**src/sv/bes_pkg.sv**
```systemverilog
// ----------------------------------------------------------------------------
// bes_pkg
// Shared types and constants for the breakpoint envelope with sustain loop.
// ----------------------------------------------------------------------------
package bes_pkg;

   // point store
   localparam int MAX_POINTS = 16;
   localparam int PT_AW      = $clog2(MAX_POINTS);
   localparam int CSR_W      = 5;

   // interpolation numerator and serial divider
   localparam int NUM_W         = 35;
   localparam int DIV_STEP_BITS = 3;
   localparam int DIV_W         = ((NUM_W + DIV_STEP_BITS - 1) / DIV_STEP_BITS) * DIV_STEP_BITS;
   localparam int DIV_STEPS     = DIV_W / DIV_STEP_BITS;
   localparam int DIV_CW        = $clog2(DIV_STEPS);

   // register indexes of the configuration port
   localparam logic [1:0] CSR_POINT_COUNT   = 2'd0;
   localparam logic [1:0] CSR_SUSTAIN_START = 2'd1;
   localparam logic [1:0] CSR_SUSTAIN_END   = 2'd2;
   localparam logic [1:0] CSR_RELEASE_JUMP  = 2'd3;

   typedef enum logic [1:0] {
      OP_TICK    = 2'd0,
      OP_KEY_OFF = 2'd1,
      OP_RESTART = 2'd2,
      OP_WRITE   = 2'd3
   } op_type;

   typedef enum logic [3:0] {
      ST_IDLE,
      ST_APPLY,
      ST_RD0,
      ST_RD1,
      ST_LAT,
      ST_MUL0,
      ST_MUL1,
      ST_SUM,
      ST_DIVS,
      ST_DIVW,
      ST_FIN,
      ST_ADV,
      ST_OUT
   } ctrl_state_type;

   typedef struct packed {
      logic load;
      logic apply;
      logic rd_first;
      logic lat_first;
      logic rd_second;
      logic lat_second;
      logic mul_first;
      logic mul_second;
      logic sum;
      logic div_start;
      logic finish;
      logic advance;
      logic emit;
   } ctrl_cmd_type;

   typedef struct packed {
      op_type op;
      logic   at_last;
      logic   flat;
      logic   div_busy;
   } ctrl_status_type;

endpackage

```
**src/sv/bes_div.sv**
```systemverilog
// ----------------------------------------------------------------------------
// bes_div
// Serial restoring divider, a few quotient bits per cycle, with Q1.15
// saturation of the truncated signed quotient.
// ----------------------------------------------------------------------------
module bes_div (
   input  logic                              clock,
   input  logic                              reset,
   input  logic                              start,
   input  logic signed [bes_pkg::NUM_W-1:0]  dividend,
   input  logic        [15:0]                divisor,
   output logic                              busy,
   output logic signed [15:0]                quotient
);
   import bes_pkg::*;

   logic [DIV_W-1:0]  dvd_ff, dvd_in;
   logic [15:0]       rem_ff, rem_in;
   logic [15:0]       dsr_ff;
   logic              neg_ff;
   logic [DIV_CW-1:0] cnt_ff;
   logic              busy_ff;
   logic [NUM_W-1:0]  mag;
   logic              over;

   assign mag = dividend[NUM_W-1] ? NUM_W'(-dividend) : NUM_W'(dividend);

   // several restoring steps per cycle
   always_comb begin
      logic [16:0] trial;
      logic [15:0] r;
      logic [DIV_W-1:0] d;
      r = rem_ff;
      d = dvd_ff;
      for (int k = 0; k < DIV_STEP_BITS; k++) begin
         trial = {r, d[DIV_W-1]};
         d     = {d[DIV_W-2:0], 1'b0};
         if (trial >= {1'b0, dsr_ff}) begin
            r    = 16'(trial - {1'b0, dsr_ff});
            d[0] = 1'b1;
         end else begin
            r = trial[15:0];
         end
      end
      rem_in = r;
      dvd_in = d;
   end

   always_ff @(posedge clock) begin
      if (reset) begin
         busy_ff <= 1'b0;
         cnt_ff  <= '0;
      end else if (start) begin
         busy_ff <= 1'b1;
         cnt_ff  <= '0;
      end else if (busy_ff) begin
         cnt_ff <= cnt_ff + 1'b1;
         if (cnt_ff == DIV_CW'(DIV_STEPS - 1)) begin
            busy_ff <= 1'b0;
         end
      end
   end

   always_ff @(posedge clock) begin
      if (start) begin
         dvd_ff <= {{(DIV_W - NUM_W){1'b0}}, mag};
         rem_ff <= '0;
         dsr_ff <= divisor;
         neg_ff <= dividend[NUM_W-1];
      end else if (busy_ff) begin
         dvd_ff <= dvd_in;
         rem_ff <= rem_in;
      end
   end

   // clamp the magnitude to the Q1.15 range of its sign
   always_comb begin
      if (neg_ff) begin
         over     = (|dvd_ff[DIV_W-1:16]) || (dvd_ff[15] && (|dvd_ff[14:0]));
         quotient = over ? 16'sh8000 : -$signed(dvd_ff[15:0]);
      end else begin
         over     = |dvd_ff[DIV_W-1:15];
         quotient = over ? 16'sh7fff : $signed(dvd_ff[15:0]);
      end
   end

   assign busy = busy_ff;

endmodule

```
**src/sv/bes_dpath.sv**
```systemverilog
// ----------------------------------------------------------------------------
// bes_dpath
// Envelope datapath: point memory, configuration, segment state, shared
// multiplier, serial divider and the result register.
// ----------------------------------------------------------------------------
module bes_dpath (
   input  logic                      clock,
   input  logic                      reset,
   input  bes_pkg::ctrl_cmd_type     cmd,
   output bes_pkg::ctrl_status_type  status,
   input  logic [1:0]                req_op,
   input  logic [3:0]                req_point_index,
   input  logic [15:0]               req_point_time,
   input  logic signed [15:0]        req_point_value,
   input  logic                      csr_write_enable,
   input  logic [1:0]                csr_index,
   input  logic [bes_pkg::CSR_W-1:0] csr_write_data,
   output logic signed [15:0]        rsp_level,
   output logic [3:0]                rsp_segment,
   output logic                      rsp_finished,
   output logic                      rsp_is_released
);
   import bes_pkg::*;

   // configuration
   logic [4:0]        pc_ff;
   logic signed [4:0] ss_ff, se_ff;
   logic              rj_ff;

   // captured word
   op_type            op_ff;
   logic [PT_AW-1:0]  idx_ff;
   logic [15:0]       time_ff;
   logic [15:0]       value_ff;

   // envelope state
   logic [PT_AW-1:0]  seg_ff, seg_in;
   logic [15:0]       pos_ff, pos_in;
   logic              rel_ff, rel_in;
   logic              done_ff, done_in;

   // point memory, {time, value}
   logic [31:0]       pt_mem [MAX_POINTS];
   logic [31:0]       rd_ff;
   logic [PT_AW-1:0]  rd_addr;

   logic [15:0]        t0_ff, t1_ff;
   logic signed [15:0] v0_ff, v1_ff;
   logic signed [16:0] seg_len;
   logic signed [16:0] mul_a, mul_b;
   logic signed [33:0] mul_p;
   logic signed [33:0] prod_ff, acc_ff;
   logic signed [NUM_W-1:0] num_ff;
   logic signed [15:0] level_ff;
   logic signed [15:0] div_quot;
   logic               div_busy;

   logic [4:0]         pc_clamp;
   logic [PT_AW-1:0]   last;
   logic               at_last;

   logic signed [15:0] rsp_level_ff;
   logic [PT_AW-1:0]   rsp_segment_ff;
   logic               rsp_finished_ff, rsp_released_ff;

   // configuration registers
   always_ff @(posedge clock) begin
      if (reset) begin
         pc_ff <= 5'd2;
         ss_ff <= -5'sd1;
         se_ff <= -5'sd1;
         rj_ff <= 1'b0;
      end else if (csr_write_enable) begin
         case (csr_index)
            CSR_POINT_COUNT:   pc_ff <= csr_write_data;
            CSR_SUSTAIN_START: ss_ff <= $signed(csr_write_data);
            CSR_SUSTAIN_END:   se_ff <= $signed(csr_write_data);
            CSR_RELEASE_JUMP:  rj_ff <= csr_write_data[0];
            default: ;
         endcase
      end
   end

   always_comb begin
      if (pc_ff < 5'd2) begin
         pc_clamp = 5'd2;
      end else if (pc_ff > 5'(MAX_POINTS)) begin
         pc_clamp = 5'(MAX_POINTS);
      end else begin
         pc_clamp = pc_ff;
      end
   end

   assign last    = PT_AW'(pc_clamp - 5'd1);
   assign at_last = seg_ff >= last;

   // capture the accepted word
   always_ff @(posedge clock) begin
      if (cmd.load) begin
         op_ff    <= op_type'(req_op);
         idx_ff   <= req_point_index;
         time_ff  <= req_point_time;
         value_ff <= req_point_value;
      end
   end

   // point memory, one port, registered read
   assign rd_addr = cmd.rd_second ? seg_ff + 1'b1 : (at_last ? last : seg_ff);

   always_ff @(posedge clock) begin
      if (cmd.apply && op_ff == OP_WRITE) begin
         pt_mem[idx_ff] <= {time_ff, value_ff};
      end
      if (cmd.rd_first || cmd.rd_second) begin
         rd_ff <= pt_mem[rd_addr];
      end
   end

   always_ff @(posedge clock) begin
      if (cmd.lat_first) begin
         t0_ff <= rd_ff[31:16];
         v0_ff <= $signed(rd_ff[15:0]);
      end
      if (cmd.lat_second) begin
         t1_ff <= rd_ff[31:16];
         v1_ff <= $signed(rd_ff[15:0]);
      end
   end

   assign seg_len = $signed({1'b0, t1_ff}) - $signed({1'b0, t0_ff});

   // shared multiplier: v0*len first, then (v1-v0)*pos
   always_comb begin
      if (cmd.mul_second) begin
         mul_a = $signed({v1_ff[15], v1_ff}) - $signed({v0_ff[15], v0_ff});
         mul_b = $signed({1'b0, pos_ff});
      end else begin
         mul_a = $signed({v0_ff[15], v0_ff});
         mul_b = seg_len;
      end
   end

   assign mul_p = mul_a * mul_b;

   always_ff @(posedge clock) begin
      if (cmd.mul_first || cmd.mul_second) begin
         prod_ff <= mul_p;
      end
      if (cmd.mul_second) begin
         acc_ff <= prod_ff;
      end
      if (cmd.sum) begin
         num_ff <= $signed({acc_ff[33], acc_ff}) + $signed({prod_ff[33], prod_ff});
      end
   end

   bes_div u_div (
      .clock    (clock),
      .reset    (reset),
      .start    (cmd.div_start),
      .dividend (num_ff),
      .divisor  (seg_len[15:0]),
      .busy     (div_busy),
      .quotient (div_quot)
   );

   always_ff @(posedge clock) begin
      if (cmd.finish) begin
         level_ff <= (at_last || status.flat) ? v0_ff : div_quot;
      end
   end

   // segment state update
   always_comb begin
      logic               hold;
      logic               wrap;
      logic               loop_back;
      logic [16:0]        pos_nx;
      logic [PT_AW-1:0]   seg_nx;
      seg_in    = seg_ff;
      pos_in    = pos_ff;
      rel_in    = rel_ff;
      done_in   = done_ff;
      hold      = (ss_ff == $signed({1'b0, seg_ff})) && (ss_ff == se_ff) &&
                  (se_ff != -5'sd1) && !rel_ff;
      pos_nx    = {1'b0, pos_ff} + (hold ? 17'd0 : 17'd1);
      wrap      = ({2'b00, t0_ff} + {1'b0, pos_nx}) > {2'b00, t1_ff};
      loop_back = (6'({se_ff[4], se_ff}) - 6'd1 == {2'b00, seg_ff}) && !rel_ff && !ss_ff[4];
      seg_nx    = loop_back ? ss_ff[3:0] : seg_ff + 1'b1;
      if (cmd.apply) begin
         case (op_ff)
            OP_KEY_OFF: begin
               rel_in = 1'b1;
               if (ss_ff[4]) begin
                  done_in = 1'b1;
               end else if (rj_ff && !se_ff[4]) begin
                  pos_in = '0;
                  if (se_ff[3:0] >= last) begin
                     seg_in  = last;
                     done_in = 1'b1;
                  end else begin
                     seg_in = se_ff[3:0];
                  end
               end
            end
            OP_RESTART: begin
               seg_in  = '0;
               pos_in  = '0;
               rel_in  = 1'b0;
               done_in = 1'b0;
            end
            default: ;
         endcase
      end else if (cmd.advance && !done_ff) begin
         if (at_last) begin
            seg_in  = last;
            done_in = 1'b1;
         end else if (wrap) begin
            pos_in = '0;
            if (seg_nx >= last) begin
               seg_in  = last;
               done_in = 1'b1;
            end else begin
               seg_in = seg_nx;
            end
         end else begin
            pos_in = pos_nx[15:0];
         end
      end
   end

   always_ff @(posedge clock) begin
      if (reset) begin
         seg_ff  <= '0;
         pos_ff  <= '0;
         rel_ff  <= 1'b0;
         done_ff <= 1'b0;
      end else begin
         seg_ff  <= seg_in;
         pos_ff  <= pos_in;
         rel_ff  <= rel_in;
         done_ff <= done_in;
      end
   end

   // result register
   always_ff @(posedge clock) begin
      if (cmd.emit) begin
         rsp_level_ff    <= level_ff;
         rsp_segment_ff  <= seg_ff;
         rsp_finished_ff <= done_ff;
         rsp_released_ff <= rel_ff;
      end
   end

   assign rsp_level       = rsp_level_ff;
   assign rsp_segment     = rsp_segment_ff;
   assign rsp_finished    = rsp_finished_ff;
   assign rsp_is_released = rsp_released_ff;

   assign status.op       = op_ff;
   assign status.at_last  = at_last;
   assign status.flat     = seg_len[16] || (seg_len == 17'sd0);
   assign status.div_busy = div_busy;

endmodule

```
**src/sv/bes_ctrl.sv**
```systemverilog
// ----------------------------------------------------------------------------
// bes_ctrl
// Sequencer for one word at a time: apply, read points, interpolate,
// advance on a tick, then hand the result to the output register.
// ----------------------------------------------------------------------------
module bes_ctrl (
   input  logic                      clock,
   input  logic                      reset,
   input  logic                      req_valid,
   output logic                      req_stall,
   output logic                      rsp_valid,
   input  logic                      rsp_stall,
   input  bes_pkg::ctrl_status_type  status,
   output bes_pkg::ctrl_cmd_type     cmd
);
   import bes_pkg::*;

   ctrl_state_type state_ff, state_in;
   logic           rsp_valid_ff, rsp_valid_in;
   logic           out_free;

   assign out_free = !rsp_valid_ff || !rsp_stall;

   always_ff @(posedge clock) begin
      if (reset) begin
         state_ff     <= ST_IDLE;
         rsp_valid_ff <= 1'b0;
      end else begin
         state_ff     <= state_in;
         rsp_valid_ff <= rsp_valid_in;
      end
   end

   always_comb begin
      state_in = state_ff;
      cmd      = '0;
      case (state_ff)
         ST_IDLE: begin
            if (req_valid) begin
               cmd.load = 1'b1;
               state_in = ST_APPLY;
            end
         end
         ST_APPLY: begin
            cmd.apply = 1'b1;
            state_in  = ST_RD0;
         end
         ST_RD0: begin
            cmd.rd_first = 1'b1;
            state_in     = ST_RD1;
         end
         ST_RD1: begin
            cmd.lat_first = 1'b1;
            if (status.at_last) begin
               state_in = ST_FIN;
            end else begin
               cmd.rd_second = 1'b1;
               state_in      = ST_LAT;
            end
         end
         ST_LAT: begin
            cmd.lat_second = 1'b1;
            state_in       = ST_MUL0;
         end
         ST_MUL0: begin
            cmd.mul_first = 1'b1;
            if (status.flat) begin
               state_in = ST_FIN;
            end else begin
               state_in = ST_MUL1;
            end
         end
         ST_MUL1: begin
            cmd.mul_second = 1'b1;
            state_in       = ST_SUM;
         end
         ST_SUM: begin
            cmd.sum  = 1'b1;
            state_in = ST_DIVS;
         end
         ST_DIVS: begin
            cmd.div_start = 1'b1;
            state_in      = ST_DIVW;
         end
         ST_DIVW: begin
            if (!status.div_busy) begin
               state_in = ST_FIN;
            end
         end
         ST_FIN: begin
            cmd.finish = 1'b1;
            state_in   = (status.op == OP_TICK) ? ST_ADV : ST_OUT;
         end
         ST_ADV: begin
            cmd.advance = 1'b1;
            state_in    = ST_OUT;
         end
         ST_OUT: begin
            if (out_free) begin
               cmd.emit = 1'b1;
               state_in = ST_IDLE;
            end
         end
         default: begin
            state_in = ST_IDLE;
         end
      endcase
   end

   always_comb begin
      if (cmd.emit) begin
         rsp_valid_in = 1'b1;
      end else if (!rsp_stall) begin
         rsp_valid_in = 1'b0;
      end else begin
         rsp_valid_in = rsp_valid_ff;
      end
   end

   assign req_stall = state_ff != ST_IDLE;
   assign rsp_valid = rsp_valid_ff;

endmodule

```
**src/sv/breakpoint_envelope_sustain_loop.sv**
```systemverilog
// ----------------------------------------------------------------------------
// breakpoint_envelope_sustain_loop
// Breakpoint envelope generator with sustain hold and sustain loop.
// ----------------------------------------------------------------------------
// Usage: each word on the req_ channel is a tick, a key-off, a restart or a
// point write; every word gives exactly one word on the rsp_ channel with the
// level, segment, finished and released flags. Both channels use valid and
// stall; a word moves when valid is high and stall is low. The csr_ port
// writes the point count, sustain start and end and the release-jump flag;
// write it only while no word is in flight.
// One word is worked on at a time; a new word is taken only once the last
// is in the output register. A word whose level falls inside a segment
// spends most of its time in the serial divider (three quotient bits a
// cycle) and the single point memory port; a tick also advances. A word
// at the final point or on a zero-length segment skips the divider.
// Reset clears the envelope state and loads the register defaults; the point
// store keeps whatever it held and must be written before use.
// While the receiver stalls, the finished word holds in the output register;
// the next word is still accepted and worked on, and waits for the register.
// ----------------------------------------------------------------------------
module breakpoint_envelope_sustain_loop (
   input  logic               clock,
   input  logic               reset,
   // request channel
   input  logic               req_valid,
   output logic               req_stall,
   input  logic [1:0]         req_op,
   input  logic [3:0]         req_point_index,
   input  logic [15:0]        req_point_time,
   input  logic signed [15:0] req_point_value,
   // response channel
   output logic               rsp_valid,
   input  logic               rsp_stall,
   output logic signed [15:0] rsp_level,
   output logic [3:0]         rsp_segment,
   output logic               rsp_finished,
   output logic               rsp_is_released,
   // configuration port
   input  logic               csr_write_enable,
   input  logic [1:0]         csr_index,
   input  logic [4:0]         csr_write_data
);
   import bes_pkg::*;

   ctrl_cmd_type    cmd;
   ctrl_status_type status;

   // sequencer: one word through apply, read, interpolate and, for a tick, advance
   bes_ctrl u_ctrl (
      .clock     (clock),
      .reset     (reset),
      .req_valid (req_valid),
      .req_stall (req_stall),
      .rsp_valid (rsp_valid),
      .rsp_stall (rsp_stall),
      .status    (status),
      .cmd       (cmd)
   );

   // datapath: point memory, arithmetic, envelope state, output register
   bes_dpath u_dpath (
      .clock            (clock),
      .reset            (reset),
      .cmd              (cmd),
      .status           (status),
      .req_op           (req_op),
      .req_point_index  (req_point_index),
      .req_point_time   (req_point_time),
      .req_point_value  (req_point_value),
      .csr_write_enable (csr_write_enable),
      .csr_index        (csr_index),
      .csr_write_data   (csr_write_data),
      .rsp_level        (rsp_level),
      .rsp_segment      (rsp_segment),
      .rsp_finished     (rsp_finished),
      .rsp_is_released  (rsp_is_released)
   );

   // a word once taken closes the request side until its result is handed on
   a_accept_closes: assert property (@(posedge clock) disable iff (reset)
      req_valid && !req_stall |=> req_stall)
      else $error("request accepted while a word was in flight");

   // the divider is running the cycle after it is started
   a_div_starts: assert property (@(posedge clock) disable iff (reset)
      cmd.div_start |=> status.div_busy)
      else $error("divider did not start");

   // handing on a result always presents it
   a_emit_valid: assert property (@(posedge clock) disable iff (reset)
      cmd.emit |=> rsp_valid)
      else $error("result handed on but not presented");

   // a result is only handed on when the output register is free
   a_emit_free: assert property (@(posedge clock) disable iff (reset)
      cmd.emit |-> !rsp_valid || !rsp_stall)
      else $error("result overwrote a stalled word");

endmodule

```
**config.mk**
```make
export PLATFORM = sky130hd
export DESIGN_NAME = breakpoint_envelope_sustain_loop
export DESIGN_NICKNAME = d
export VERILOG_FILES = /design/src/sv/bes_pkg.sv /design/src/sv/bes_div.sv /design/src/sv/bes_dpath.sv /design/src/sv/bes_ctrl.sv /design/src/sv/breakpoint_envelope_sustain_loop.sv
export SDC_FILE = /design/constraint.sdc
export NUM_CORES = 2
export LEC_CHECK = 0
export ABC_AREA = 1
export CAP_MARGIN = 40
export CORE_ASPECT_RATIO = 1.4
export CORE_MARGIN = 2
export CORE_UTILIZATION = 30
export DETAILED_ROUTE_END_ITERATION = 16
export DONT_BUFFER_PORTS = 1
export PLACE_DENSITY = 0.56
export SLEW_MARGIN = 10
export SYNTH_ARGS = -nofsm -noshare
export SYNTH_HDL_FRONTEND = slang
export SYNTH_SLANG_ARGS = --single-unit
export TNS_END_PERCENT = 30
```
**constraint.sdc**
```tcl
create_clock -name clock -period 18.6 [get_ports clock]
set_clock_uncertainty 0.05 [all_clocks]
set_input_delay 5.58 -clock clock [delete_from_list [all_inputs] [get_ports clock]]
set_output_delay 5.58 -clock clock [all_outputs]
set_load 0.02 [all_outputs]
```
==> summary.md <==
| Metric | Value |
|---|---|
| Final net count | 6238 |
| Async SR Flop Fraction | 0% |
| Synth Area per Inst | 9.83 µm² |
| Final Hold Viols | 0 |
| Final GP Congestion | 0.942 |
| Share of cells above drive strength 1 | 5.77% |
| Design Power | 12.4 mW |
| Largest net degree at the start of global routing | 213 |
| Final worst-path cycle share | 46.4% |
| RSZ-0062 raised after global routing | false |
| Crit-path slowest cell | fa_1 |
| HP Class | flop to flop |
| Final Critical Period | 8.63 ns |
| Horiz. Die Dim | 367 µm |
| Post-synth EDFFs | 839 |
| Most frequent cells in the layout | 1148 x nand2_1, 962 x inv_1, 839 x edfxtp_1 |
| Die ar. | 0.188 mm² |
| HPWL after detailed placement | 109000 µm |
| Worst path max stage delay | 0.71 ns |
| Register area share after synthesis | 47.9% |
| Synth-to-layout area growth | 11.3% |
| Post-place setup slack | 10.03 ns |
| Root buffer cell | clkbuf_16 |
| Clk buf depth | 3 |
| Static Leak | 25.7 nW |
| Syn. warnings | 0 |
| First-pass GRT wire length | 231000 µm |
| Commonest non-fill, non-tap cell in the layout | nand2_1 |
| Global-route usage over all layers | 15.9% |
| Status | finished, final reports clean |
| H-tree levels | 3 |
| Area of the multi-input gates | 0.0245 mm² |
| Crit path buffers/inverters | 8 |
| Reg area | 0.0265 mm² |
| Top Family by Delay on Critical Path | adder cells |
| Maxcap violations | 0 |
| Initial Utilization | 30.2% |
| Final worst slack | 9.97 ns |
| Worst-path clk slew | 0.06 ns |
| Slew Viols, Final | 0 |
| CTS Buf Count | 94 |
| Final wirelength | 150000 µm |
| Fillers | 18.6k |
| Worst Path Required | 18.99 ns |
| Worst VDD drop | 0.000380 V |
| P per Cell Area | 201 mW/mm² |
| CTS tree | yes |
| Critical path capture point type | flop |
| CP max FO | 64 |
| IO buf count | 0 |
| Post-CTS setup buffer count | 0 |
| CP Launch Type | flop |
| Rel. slew slack | 32.2% |
| CTS sink count | 904 |
| DR WL/cell | 18.4 µm |
| Die Y | 512 µm |
| Arr. time, crit path | 9.01 ns |
| Worst-Skew Late Latency | 0.75 ns |
| Maximum achievable frequency | 116 MHz |
| CP Class | flop to flop |
| Core Area | 0.183 mm² |
| DP Area | 0.0585 mm² |
| DRT iter0 DRCs | 2630 |
| IO Count | 74 |
| Total grt overflow | 0 |
| Routed vias/inst | 4.77 |
| Worst path most repeated cell | fa_1 |
| Detail Route Antenna Nets | 0 |
| Final setup viols | 0 |
| Sum Neg Setup Slack | 0 ns |
| Synth unique cells | 62 |
| Cts hold-fix bufs | 0 |
| Synthesis-stage register bit count | 904 |
| First drt pass iteration count | 8 |
| Main flop type after synthesis | edfxtp_1 |
| Vias in the first global route | 39.6k |
| Final core occ | 33.6% |
| Post-Syn Area | 0.0553 mm² |
| Post-layout instance area | 0.0615 mm² |
| Cts repair resizes | 0 |
| DRC viols | 0 |
| Num rows | 186 |
| Syn nets | 6232 |
| Initial antenna violation count | 27 |
| Via count | 38.9k |
| Tightest Pin Transition | 1.02 ns |
| Synth Instances | 5623 |
[cells in the mapped netlist, drive strengths merged (5+ instances only)]
master / number / area share [%]
o21ai: 292 / 2.8
o21a: 12 / 0.16
dfxtp: 65 / 2.4
a21oi: 225 / 2.1
and3: 5 / 0.057
inv: 989 / 6.7
ha: 256 / 5.8
clkinv: 7 / 0.048
clkbuf: 34 / 0.23
xnor2: 73 / 1.2
nor3: 32 / 0.32
a211oi: 6 / 0.081
nor2: 369 / 2.7
nand2: 1161 / 8.0
nand3b: 11 / 0.16
edfxtp: 839 / 46
nor4: 8 / 0.091
nand4: 52 / 0.62
o31ai: 9 / 0.13
o211ai: 211 / 2.9
buf: 126 / 1.2
nand3: 341 / 3.2
o2111ai: 5 / 0.079
o21bai: 8 / 0.11
fa: 303 / 11
a21o: 17 / 0.23
xor2: 111 / 1.8
or2: 19 / 0.21
a31oi: 21 / 0.24
[flip-flops by register name, summed over array words and instances (netlist names), 5 cells and up]
signal and cells:
u_dpath.acc_ff 34, u_dpath.pos_ff 16, u_dpath.level_ff 16, u_dpath.num_ff 35, u_dpath.time_ff 16, u_dpath.v0_ff 16, u_dpath.prod_ff 34, u_dpath.ss_ff 5
u_dpath.value_ff 16, u_dpath.v1_ff 16, u_dpath.pc_ff 5, u_dpath.se_ff 5, u_dpath.rd_ff 32, u_dpath.u_div.dvd_ff 36, u_dpath.t1_ff 16, u_dpath.pt_mem 512
u_dpath.t0_ff 16, u_dpath.u_div.dsr_ff 16, u_dpath.u_div.rem_ff 16, u_dpath.rsp_level 16
[report_power, final]
| part | leakage [nW] | internal (mW) | total (mW) | switching, mW |
|---|---|---|---|---|
| clock network | 1.47 | 1.05 | 1.86 | 0.818 |
| logic | 16.1 | 2.87 | 7.73 | 4.86 |
| registers | 8.10 | 2.72 | 2.80 | 0.0786 |
[metrics by stage]
stage               cells  hold slack, ns
floorplan            5623           0.350
CTS                  8148           0.327
global route         8150           0.326
finish               8154           0.335
detailed placement   7977           0.355
global placement     7960           0.351
[cells by family (layout without fill, tap and decap cells)]
kind of cell / count (synthesis) / in the layout / synth area share, %
buf+inv: 1156 / 1237 / 8.20
compound gates: 819 / 819 / 8.94
other cells: 0 / 6 / 0
fa+ha+maj: 559 / 559 / 16.8
simple gates: 2001 / 2001 / 15.3
xor+xnor: 184 / 184 / 2.91
flops: 904 / 904 / 47.9
[area by class of cell]
type | instances | share of cell area [%]
Antenna cell | 6 | 0.0244
Clock buffer | 119 | 4.01
Clock inverter | 52 | 0.948
Inverter | 996 | 6.09
Multi-Input combinational cell | 3563 | 39.7
Sequential cell | 904 | 43.1
Tap cell | 2444 | 4.97
Timing Repair Buffer | 70 | 1.16
[routing by layer]
layer / track usage [%] / wire (µm) / vias to the layer above
li1: - / - / 18700
met1: 17.9 / 58200 / 18900
met2: 28.9 / 76400 / 987
met3: 2.74 / 7970 / 368
met4: 7.62 / 7580 / 28
met5: 0 / 190 / -
[final timing paths]
check                      startpoint                    to  slack [ns]  cells past startpoint
hold / removal    u_dpath.level_ff[8]  u_dpath.rsp_level[8]        0.34                      0
hold reg to reg   u_dpath.level_ff[8]  u_dpath.rsp_level[8]        0.34                      0
setup reg to reg   u_ctrl.state_ff[2]   u_dpath.prod_ff[33]        9.97                     29
setup / recovery   u_ctrl.state_ff[2]   u_dpath.prod_ff[33]        9.97                     29
(Power assumes the default switching activity.)
